**config.mk**
```make
export PLATFORM = sky130hd
export DESIGN_NAME = ksto_cell
export DESIGN_NICKNAME = d
export VERILOG_FILES = /design/src/rtl/ksto_pkg.sv /design/src/rtl/ksto_cell.sv
export SDC_FILE = /design/constraint.sdc
export NUM_CORES = 1
export LEC_CHECK = 0
export ABC_AREA = 0
export BUFFER_PORTS_ARGS = -buffer_cell sky130_fd_sc_hd__buf_2
export CAP_MARGIN = 20
export CORE_MARGIN = 2
export CORE_UTILIZATION = 52
export DETAILED_ROUTE_END_ITERATION = 7
export PLACE_DENSITY = 0.81
export SLEW_MARGIN = 0
export SYNTH_ARGS = -nofsm -noshare
export SYNTH_HDL_FRONTEND = slang
export SYNTH_SLANG_ARGS = --single-unit
export TNS_END_PERCENT = 1
```
**constraint.sdc**
```tcl
create_clock -name i_clk -period 2.9 [get_ports i_clk]
set_input_delay 0.435 -clock i_clk [delete_from_list [all_inputs] [get_ports i_clk]]
set_output_delay 0.435 -clock i_clk [all_outputs]
set_load 0.02 [all_outputs]
```
**src/rtl/ksto_pkg.sv**
```systemverilog
// ----------------------------------------------------------------------------
// ksto_pkg
// shared types, widths and codes of the keyed slot table
// ----------------------------------------------------------------------------
package ksto_pkg;

    // fixed field widths
    localparam int KEY_W     = 56;
    localparam int KEY_EXT_W = 64;
    localparam int STAMP_W   = 32;
    localparam int LEN_W     = 8;
    localparam int SLOT_W    = 5;
    localparam int CFG_IDX_W = 8;
    localparam int CFG_DAT_W = 8;

    // parameter defaults
    localparam int DEF_SLOTS    = 20;
    localparam int DEF_KEY_BITS = 56;

    localparam logic [STAMP_W-1:0] STAMP_BOUND = 32'hFFFF_FFFF;
    localparam logic [LEN_W-1:0]   MIN_LEN_RST = 8'd100;
    localparam logic [LEN_W-1:0]   MAX_LEN_RST = 8'd166;

    // register indexes
    localparam logic [CFG_IDX_W-1:0] REG_MIN_LEN = 8'd0;
    localparam logic [CFG_IDX_W-1:0] REG_MAX_LEN = 8'd1;

    // operation codes
    localparam logic FUNC_GET = 1'b0;
    localparam logic FUNC_PUT = 1'b1;

    typedef struct packed {
        logic               func;
        logic [KEY_W-1:0]   key;
        logic [STAMP_W-1:0] stamp;
        logic [LEN_W-1:0]   length;
    } t_in_item;

    typedef struct packed {
        logic              ok;
        logic [SLOT_W-1:0] slot;
        logic [LEN_W-1:0]  found_len;
    } t_out_item;

    typedef struct packed {
        logic [CFG_IDX_W-1:0] index;
        logic [CFG_DAT_W-1:0] value;
    } t_cfg_item;

    // search token handed from cell to cell
    typedef struct packed {
        logic               act;
        logic               hit;
        logic [STAMP_W-1:0] stamp;
        logic [LEN_W-1:0]   len;
    } t_probe;

    // broadcast write into one cell
    typedef struct packed {
        logic               en;
        logic [STAMP_W-1:0] stamp;
        logic [LEN_W-1:0]   len;
    } t_wr;

endpackage

```
**src/rtl/ksto_cell.sv**
```systemverilog
// ----------------------------------------------------------------------------
// ksto_cell
// one table slot: holds key, stamp and length, updates the passing token
// ----------------------------------------------------------------------------
module ksto_cell #(
    parameter int INDEX    = 0,
    parameter int KEY_BITS = ksto_pkg::DEF_KEY_BITS,
    parameter int IDX_W    = 5
) (
    input  logic                i_clk,
    input  logic                i_rst_n,
    input  logic [KEY_BITS-1:0] i_key,
    input  ksto_pkg::t_probe    i_probe,
    input  logic [IDX_W-1:0]    i_idx,
    input  ksto_pkg::t_wr       i_wr,
    input  logic [IDX_W-1:0]    i_wr_idx,
    output ksto_pkg::t_probe    o_probe,
    output logic [IDX_W-1:0]    o_idx
);

    localparam logic [IDX_W-1:0] MY_IDX = IDX_W'(INDEX);

    logic [KEY_BITS-1:0]            r_key;
    logic [ksto_pkg::STAMP_W-1:0]   r_stamp;
    logic [ksto_pkg::LEN_W-1:0]     r_len;
    ksto_pkg::t_probe               r_probe;
    ksto_pkg::t_probe               n_probe;
    logic [IDX_W-1:0]               r_idx;
    logic [IDX_W-1:0]               n_idx;

    always_comb begin
        n_probe = i_probe;
        n_idx   = i_idx;
        if (i_probe.act && !i_probe.hit) begin
            if (r_key == i_key) begin
                n_probe.hit = 1'b1;
                n_probe.len = r_len;
                n_idx       = MY_IDX;
            end else if (r_stamp < i_probe.stamp) begin
                n_probe.stamp = r_stamp;
                n_idx         = MY_IDX;
            end
        end
    end

    always_ff @(posedge i_clk) begin
        if (!i_rst_n) begin
            r_key   <= '0;
            r_stamp <= '0;
            r_len   <= '0;
            r_probe <= '0;
            r_idx   <= '0;
        end else begin
            r_probe <= n_probe;
            r_idx   <= n_idx;
            if (i_wr.en && (i_wr_idx == MY_IDX)) begin
                r_key   <= i_key;
                r_stamp <= i_wr.stamp;
                r_len   <= i_wr.len;
            end
        end
    end

    assign o_probe = r_probe;
    assign o_idx   = r_idx;

endmodule

```
==> results of run 1 <==
[worst min path at each step]
| stage | endpoint | slack, ps | cells after the start |
|---|---|---|---|
| global route | r_stamp[11] | 250 | 3 |
| global placement | r_len[0] | 440 | 2 |
| floorplan | r_len[0] | 440 | 2 |
| CTS | r_stamp[22] | 240 | 3 |
| finish | r_stamp[22] | 250 | 3 |
| detailed placement | r_len[0] | 450 | 2 |
[stage by stage]
| step | hold WS [ps] | util | worst slack (ps) | power, mW |
|---|---|---|---|---|
| after floorplan | 437 | - | 392 | 2.30 |
| after global placement | 444 | 0.629 | 237 | 2.49 |
| after detailed placement | 447 | 0.629 | 153 | 2.50 |
| after CTS | 237 | 0.674 | 380 | 4.52 |
| after global routing | 250 | 0.674 | 232 | 4.65 |
| final | 252 | 0.674 | 366 | 4.49 |
[state kept, by name, indices dropped and copies added (netlist names)]
signal and cells:
r_key 56, o_probe 42, r_stamp 32, r_len 8, o_idx 5
[power by group]
| group | internal, mW | switching [mW] |
|---|---|---|
| Sequential | 2.01 | 0.0155 |
| Combinational | 0.188 | 0.240 |
| Clock | 1.24 | 0.790 |
| Total | 3.44 | 1.05 |
[metal layers]
layer	part of all wire	up-vias	track usage	wire, um
li1	-	2989	-	-
met1	0.44	2632	0.304	7040
met2	0.48	170	0.397	7640
met3	0.069	20	0.0774	1110
met4	0.012	4	0.0714	195
met5	0.0016	-	0	26
[final cells by class]
type | count | area [um2] | area share
diodes | 1 | 2.50 | 0.000308
clock buffers | 26 | 489 | 0.0601
clock inverters | 6 | 57.6 | 0.00707
inverters | 32 | 121 | 0.0149
multi-input cells | 575 | 3310 | 0.406
flip-flops and latches | 143 | 2860 | 0.352
well taps | 168 | 210 | 0.0258
repair buffers | 207 | 1090 | 0.133
[critical path: stages (launching register included)]
cell and delay (ps):
dfxtp_1 330, ha_1 290, a21oi_1 150, o21ai_0 140
a221o_1 320, o31a_1 330, nor4_4 320, buf_4 350
mux2i_1 230
[cells in the final DEF (no fill, tap or decap), types with 2 or more instances in the layout]
| cell | count |
|---|---|
| a21o_1 | 7 |
| a21oi_1 | 113 |
| buf_12 | 2 |
| buf_2 | 197 |
| buf_4 | 8 |
| clkbuf_1 | 6 |
| clkbuf_16 | 17 |
| clkbuf_8 | 3 |
| clkinv_2 | 5 |
| dfxtp_1 | 143 |
| ha_1 | 31 |
| inv_1 | 31 |
| mux2i_1 | 32 |
| nand2_1 | 258 |
| nand3_1 | 10 |
| nand4_1 | 22 |
| nor2_1 | 5 |
| nor2b_1 | 2 |
| nor3_1 | 2 |
| nor3b_1 | 5 |
| nor4_1 | 4 |
| o21ai_0 | 10 |
| xnor2_1 | 56 |
[kinds of logic (layout without fill, tap and decap cells)]
family,Yosys count,count (layout),share of synthesized area
multiplexers,32,32,0.0494
AND/OR/NAND/NOR,318,318,0.209
adder cells (fa/ha/maj),31,31,0.0599
flip-flops,143,143,0.442
AO/OA/AOI/OAI,138,138,0.116
other,0,1,0
buffers and inverters,77,271,0.0483
XOR/XNOR,56,56,0.0757
==> results.cfg, run 1 <==
[yosys]
seq_area_frac_synth = 0.442
synth_most_common_cell = nand2_1
syn_nets = 977
synth_top_area_share = 0.442
syn_area_um2 = 6480
async_flop_share = 0
synth_cells = 795
syn_avg_cell_area_um2 = 8.15
synth.largest_area_cell = dfxtp_1
yosys_warnings = 0
synth_area_leaders = dfxtp_1 44%, nand2_1 15%, a21oi_1 8.7%
synth-edff-count = 0
synth_cell_types = 39
synth_commonest_cells = 258 x nand2_1, 143 x dfxtp_1, 113 x a21oi_1, 56 x xnor2_1, 37 x clkbuf_1
synth-main-ff-cell = dfxtp_1
ys_seq_elements = 143

[worst_setup_path]
cp-start-kind = flop
reg2reg_slack_ps = 370
crit_start = r_stamp[5]
endpoint_kind = flop
r2r-end = o_probe[10]
path_max_fanout = 16
cp.arrival_ps = 2870
crit_type = reg2reg
r2r-start = r_stamp[5]
cp-endpoint = o_probe[10]
worstPathRequired_ps = 3240
ff2ff_path_depth = 8

[floorplan]
core_um2 = 12100
die_area_um2 = 13400
die_y_um = 116
fp-row-count = 40
ios = 198
die_x_um = 116
start_util = 0.537

[drt]
dr.pass1.iters = 6
drtIter0Drc = 519
detail_route.vias_per_cell = 5.02
drc = 0
wl_per_cell_um = 13.8
vias = 5815
wirelength_um = 16000
drtAntennaViolNets = 0

[place]
gp_congestion = 0.807
placedCellCount = 1125
post-dp-hpwl_um = 11400
port-buffer-count = 197
placed_area_um2 = 7590

[sta]
drv_slew = 0
hold_viol_final = 0
fin_crit_ps = 2530
setup_viol = 0
relSlewSlack = 0.321
max_freq_ghz = 0.395
fin_setup_tns_ps = 0
min_period_over_period = 0.874
rsz0062_at_grt = false
worst_pin_slew_ps = 1020
clock_skew_ps = 6.24

[run_status]
outcome = finished, final reports clean

[cells_and_area]
fillers = 1023
area_growth_pct = 25.6
final_area_um2 = 8140
drive_above_1_share = 0.242
layout.nets = 1158
fin_cells = 1158

[cts]
cts_resized = 0
cts_root_buffer = clkbuf_16
clk_pin_slew_ps = 60
clk_latency_ps = 420
cts_inserted_buffers = 17
clk_path_buf_depth = 2
htree_num_levels = 4
post_cts_buffers = 0
cts_tree = yes
hold_buffers = 0
cts_sinks = 143

[grt]
track_usage = 0.241
grt_pass1_wl_um = 25200
antenna_found_initial = 3
grt_start_max_net_pins = 97
grt_overflow_total = 0
grt_pass1_vias = 5393

[worst_hold_path]
min_from = i_wr[30]
hold_class = in2reg

[power]
p_per_area_nw_per_um2 = 551
p_leak_nw = 3.43
ir_drop_v = 0.000350

[flow_run]
max_cap_viol_count = 0
(Power assumes the default switching activity.)
==> run 2, diff against run 1 <==
Settings changed: ABC_AREA 0 to 1, ABC_CLOCK_PERIOD_IN_PS from default to 2900, PLACE_DENSITY 0.81 to 0.8.
==> results.cfg, run 2 <==
[drt]
drc = 0
wirelength_um = 16800
drtIter0Drc = 348
dr.pass1.iters = 6
drtAntennaViolNets = 0
detail_route.vias_per_cell = 4.79
vias = 6582
wl_per_cell_um = 12.2

[worst_setup_path]
cp-endpoint = o_probe[24]
crit_buf_inv = 2
crit_type = reg2reg
r2r-end = o_probe[24]
cp_slowest_cell = nor2_2
cp-start-kind = flop
critPathMaxStageDelay_ps = 420
reg2reg_slack_ps = 740
crit_start = r_key[4]
r2r-start = r_key[4]
cpLargestDelayFamily = simple AND/OR/NAND/NOR gates
worstPathRequired_ps = 3220
ff2ff_path_depth = 14
cp.arrival_ps = 2480
path_common_cell = nand2_1
cp.depth = 14
path_max_fanout = 21
cp_cell_sequence = inv_1, nand2_1, nand2_1, nand2_1, nor2_1, nand2_1, nor2_1, nand2_1, nor2_2, nor2_2, buf_4, nand3_1, nand2_1, nor2_1
endpoint_kind = flop

[cts]
post_cts_buffers = 0
hold_buffers = 0
cts_root_buffer = clkbuf_16
clk_latency_ps = 430
clk_pin_slew_ps = 60
clk_path_buf_depth = 2
cts_tree = yes
cts_sinks = 143
cts_inserted_buffers = 17
cts_resized = 0
htree_num_levels = 4

[sta]
max_freq_ghz = 0.463
hold_viol_final = 0
relSlewSlack = 0.504
clock_skew_ps = 10.3
worst_pin_slew_ps = 744
fin_crit_ps = 2160
setup_viol = 0
setup_ws_ps = 742
fin_setup_tns_ps = 0
min_period_over_period = 0.744
rsz0062_at_grt = false
drv_slew = 0

[floorplan]
die_x_um = 120
fp-row-count = 42
die_area_um2 = 14400
ios = 198
start_util = 0.529
core_um2 = 13200
die_y_um = 120

[worst_hold_path]
hold_class = in2reg

[cells_and_area]
drive_above_1_share = 0.234
top_register = r_key
area_growth_pct = 24.4
layout_common_cells = 204 x nand2_1, 196 x buf_2, 174 x inv_1
final_common_cell = nand2_1
utilization = 0.658
layout.nets = 1367
fin_cells = 1374
final_area_um2 = 8680
antenna_cells = 0
largest_reg_flops = 56

[power]
ir_drop_v = 0.000429
p_per_area_nw_per_um2 = 571
p_leak_nw = 4.30

[yosys]
synth_top_area_share = 0.410
syn_avg_cell_area_um2 = 6.92
synth_cells = 1008
synth.largest_area_cell = dfxtp_1
synth-edff-count = 0
seq_area_frac_synth = 0.410
synth-main-ff-cell = dfxtp_1
syn_area_um2 = 6980
synth_commonest_cells = 204 x nand2_1, 174 x inv_1, 143 x dfxtp_1, 119 x a21oi_1, 111 x o21ai_0
synth_cell_types = 26
ys_seq_elements = 143
yosys_warnings = 0
async_flop_share = 0
synth_area_leaders = dfxtp_1 41%, nand2_1 11%, inv_1 9.4%
syn_nets = 1190
synth_most_common_cell = nand2_1

[grt]
antenna_found_initial = 0
grt_start_max_net_pins = 193
grt_pass1_wl_um = 27200
track_usage = 0.238
grt_pass1_vias = 6063
grt_overflow_total = 0

[place]
port-buffer-count = 197
placed_area_um2 = 8040
post-dp-hpwl_um = 11700
place_ws_ps = 592
gp_congestion = 0.807
placedCellCount = 1342

[flow_run]
max_cap_viol_count = 0

[run_status]
outcome = finished, final reports clean
-- run 2: cell types whose count changed after synthesis, sizes merged, moves of 25 or more --
cell,previous run,this run
inv,31,182
nand2,258,206
nand3,10,35
xnor2,56,9
nor2,5,103
o21ai,11,119
mux2i,32,0
-- run 2: per-stage QoR --
step	total power [mW]	hold WS (ps)
after floorplan	2.40	420
after global placement	2.61	427
after detailed placement	2.62	431
after CTS	4.99	216
after global routing	5.13	232
final	4.95	225
-- run 2: layout make-up --
type / instances / area (um2)
clock buffers: 22 / 454
clock inverters: 10 / 185
fillers: 1162 / 4510
inverters: 182 / 683
multi-input cells: 636 / 3200
flip-flops and latches: 143 / 2860
well taps: 176 / 220
repair buffers: 205 / 1070
-- run 2: worst min-delay path by stage --
stage / from / end / slack [ps] / cells after the start
floorplan: r_len[1] / r_len[1] / 420 / 2
finish: i_probe[41] / o_probe[41] / 230 / 3
detailed placement: r_len[3] / r_len[3] / 430 / 2
CTS: i_idx[1] / o_idx[1] / 220 / 3
global placement: r_len[1] / r_len[1] / 430 / 2
global route: i_idx[1] / o_idx[1] / 230 / 3
-- run 2: worst min-delay path: stages --
cell and delay, ps:
buf_2 100, nand2_1 50, inv_1 40
-- run 2: cell families (layout without fill, tap and decap cells) --
group	after synthesis	count (layout)	share of synthesized area
fa+ha+maj	31	31	0.0556
compound gates	242	242	0.176
buf+inv	229	419	0.131
simple gates	349	349	0.209
xor+xnor	14	14	0.0176
flops	143	143	0.410
-- run 2: where the power goes --
group	internal, mW	switching [mW]	leakage [nW]
Combinational	0.217	0.319	2.83
Clock	1.55	0.824	0.308
Sequential	2.03	0.0206	1.17
Total	3.79	1.16	4.30
-- run 2: layer usage --
layer	part of all wire	up-vias	GRT usage
met5	0	-	0
met1	0.41	2881	0.268
met2	0.50	174	0.424
met4	0.017	0	0.0728
met3	0.072	24	0.0794
li1	-	3503	-
==> run 3, diff against run 2 <==
Settings changed: ABC_CLOCK_PERIOD_IN_PS 2900 to 1900, CORE_UTILIZATION 52 to 47, PLACE_DENSITY 0.8 to 0.76.
Clock period 2.9 ns to 1.9 ns, I/O delays scaled along.
==> results.cfg, run 3 (same netlist as run 2, synthesis figures left out) <==
[run_status]
outcome = complete, but fails checks
violations = negative setup slack

[cts]
cts_root_buffer = clkbuf_16
clk_path_buf_depth = 2
clk_latency_ps = 410
clk_pin_slew_ps = 60
cts_tree = yes
cts_sinks = 143
hold_buffers = 0
cts_inserted_buffers = 17
htree_num_levels = 4

[floorplan]
die_area_um2 = 15800
die_y_um = 126
ios = 198
fp-row-count = 44
die_x_um = 126
core_um2 = 14500
start_util = 0.480

[power]
p_seq_frac = 0.412
intPower_mw = 5.78
netSwitchingFraction = 0.236
ir_drop_v = 0.000830
switchingPower_mw = 1.79
combPwrFrac = 0.119
p_per_area_nw_per_um2 = 832
p_leak_nw = 4.49
power.share.clock = 0.468

[sta]
hold_viol_final = 0
fin_crit_ps = 1930
setup_ws_ps = -29.8
setup_viol = 3
relSlewSlack = 0.505
max_freq_ghz = 0.518
clock_skew_ps = 6.87
worst_pin_slew_ps = 743
drv_slew = 0
rsz0062_at_grt = true
min_period_over_period = 1.02

[drt]
drtAntennaViolNets = 0
detail_route.vias_per_cell = 4.79
vias = 6754
dr.pass1.iters = 5
wirelength_um = 17300
drtIter0Drc = 344
wl_per_cell_um = 12.3
drc = 0

[worst_hold_path]
hold_class = in2reg

[place]
port-buffer-count = 197
post-dp-hpwl_um = 12200
placed_area_um2 = 8320
place_ws_ps = -120
placedCellCount = 1376
gp_congestion = 0.771

[grt]
grt_start_max_net_pins = 193
grt_overflow_total = 0
track_usage = 0.220
antenna_found_initial = 0
grt_pass1_vias = 6310
grt_pass1_wl_um = 28400

[cells_and_area]
top_register = r_key
fin_cells = 1410
final_common_cell = nand2_1
drive_above_1_share = 0.263
layout.nets = 1396
final_area_um2 = 9100
layout_common_cells = 201 x nand2_1, 196 x buf_2, 174 x inv_1
area_growth_pct = 30.4
largest_reg_flops = 56
antenna_cells = 0
fillers = 1300

[worst_setup_path]
endpoint_kind = flop
path_max_fanout = 7
cp.arrival_ps = 2270
cp-start-kind = flop
crit_type = reg2reg
worstPathRequired_ps = 2240

[flow_run]
max_cap_viol_count = 0
-- run 3: changes by cell type in the layout (fill, tap and decap cells not counted), sizes merged --
cell / previous run / this run
bufinv: 5 / 4
buf: 205 / 234
clkinv: 4 / 3
clkinvlp: 1 / 2
-- run 3: routing by layer --
layer,up-vias,track usage,share of wire
li1,3553,-,-
met1,2979,0.260,0.42
met2,200,0.380,0.48
met3,22,0.0743,0.078
met4,0,0.0672,0.015
met5,-,0,0
-- run 3: path summary, 6_finish.rpt --
kind,from,endpoint,cells after the start,slack [ps]
worst max register to register,r_stamp[5],o_probe[39],14,-30
worst min-delay path,i_probe[2],o_probe[2],3,100
worst min register to register,r_len[0],r_len[0],2,440
worst max-delay path,r_stamp[5],o_probe[39],14,-30
-- run 3: critical path, cell delays in order, from the launching register on --
cell and delay, ps:
dfxtp_2 350, ha_4 200, a21oi_2 140, nor2_1 50, nor3_1 150, nand2_1 100, nand2_1 80, nand2_2 70
nand2_2 80, nand2_4 60, nor2_4 170, buf_6 140, buf_8 130, nor2_1 50, nor2_1 100
-- run 3: area by class of cell --
class | count | area (um2) | area share
sequential | 143 | 2870 | 0.315
clock inverter | 9 | 158 | 0.0173
timing repair buffer | 234 | 1410 | 0.155
clock buffer | 22 | 474 | 0.0521
inverter | 182 | 683 | 0.0751
multi-input combinational | 636 | 3280 | 0.360
tap | 184 | 230 | 0.0253
-- run 3: metrics by stage --
| step | hold WS [ps] | setup TNS, ps | utilization | total power, mW |
|---|---|---|---|---|
| 2_1_floorplan | 378 | 0 | - | 3.67 |
| 3_3_place_gp | 427 | -1890 | 0.572 | 4.04 |
| 3_5_place_dp | 431 | -3040 | 0.572 | 4.06 |
| 4_1_cts | 73.8 | -37.7 | 0.622 | 7.63 |
| 5_1_grt | 91.8 | -2990 | 0.626 | 7.89 |
| 6_report | 99.2 | -42.8 | 0.626 | 7.57 |
-- run 3: power by group through the flow --
stage	combinational, mW	clock (mW)	sequential [mW]
2_1_floorplan	0.397	0	3.27
3_3_place_gp	0.853	0	3.19
3_5_place_dp	0.870	0	3.19
4_1_cts	0.896	3.61	3.12
5_1_grt	1.02	3.74	3.13
6_report	0.903	3.55	3.12
-- run 3: repair_timing --
| item | 4_1_cts | 5_1_grt |
|---|---|---|
| resized for setup | 9 | 15 |
| buffers inserted | 2 | 1 |
| pin swaps | 5 | 22 |
| setup endpoints to repair | 37 | 46 |
| gates cloned | 1 | 0 |
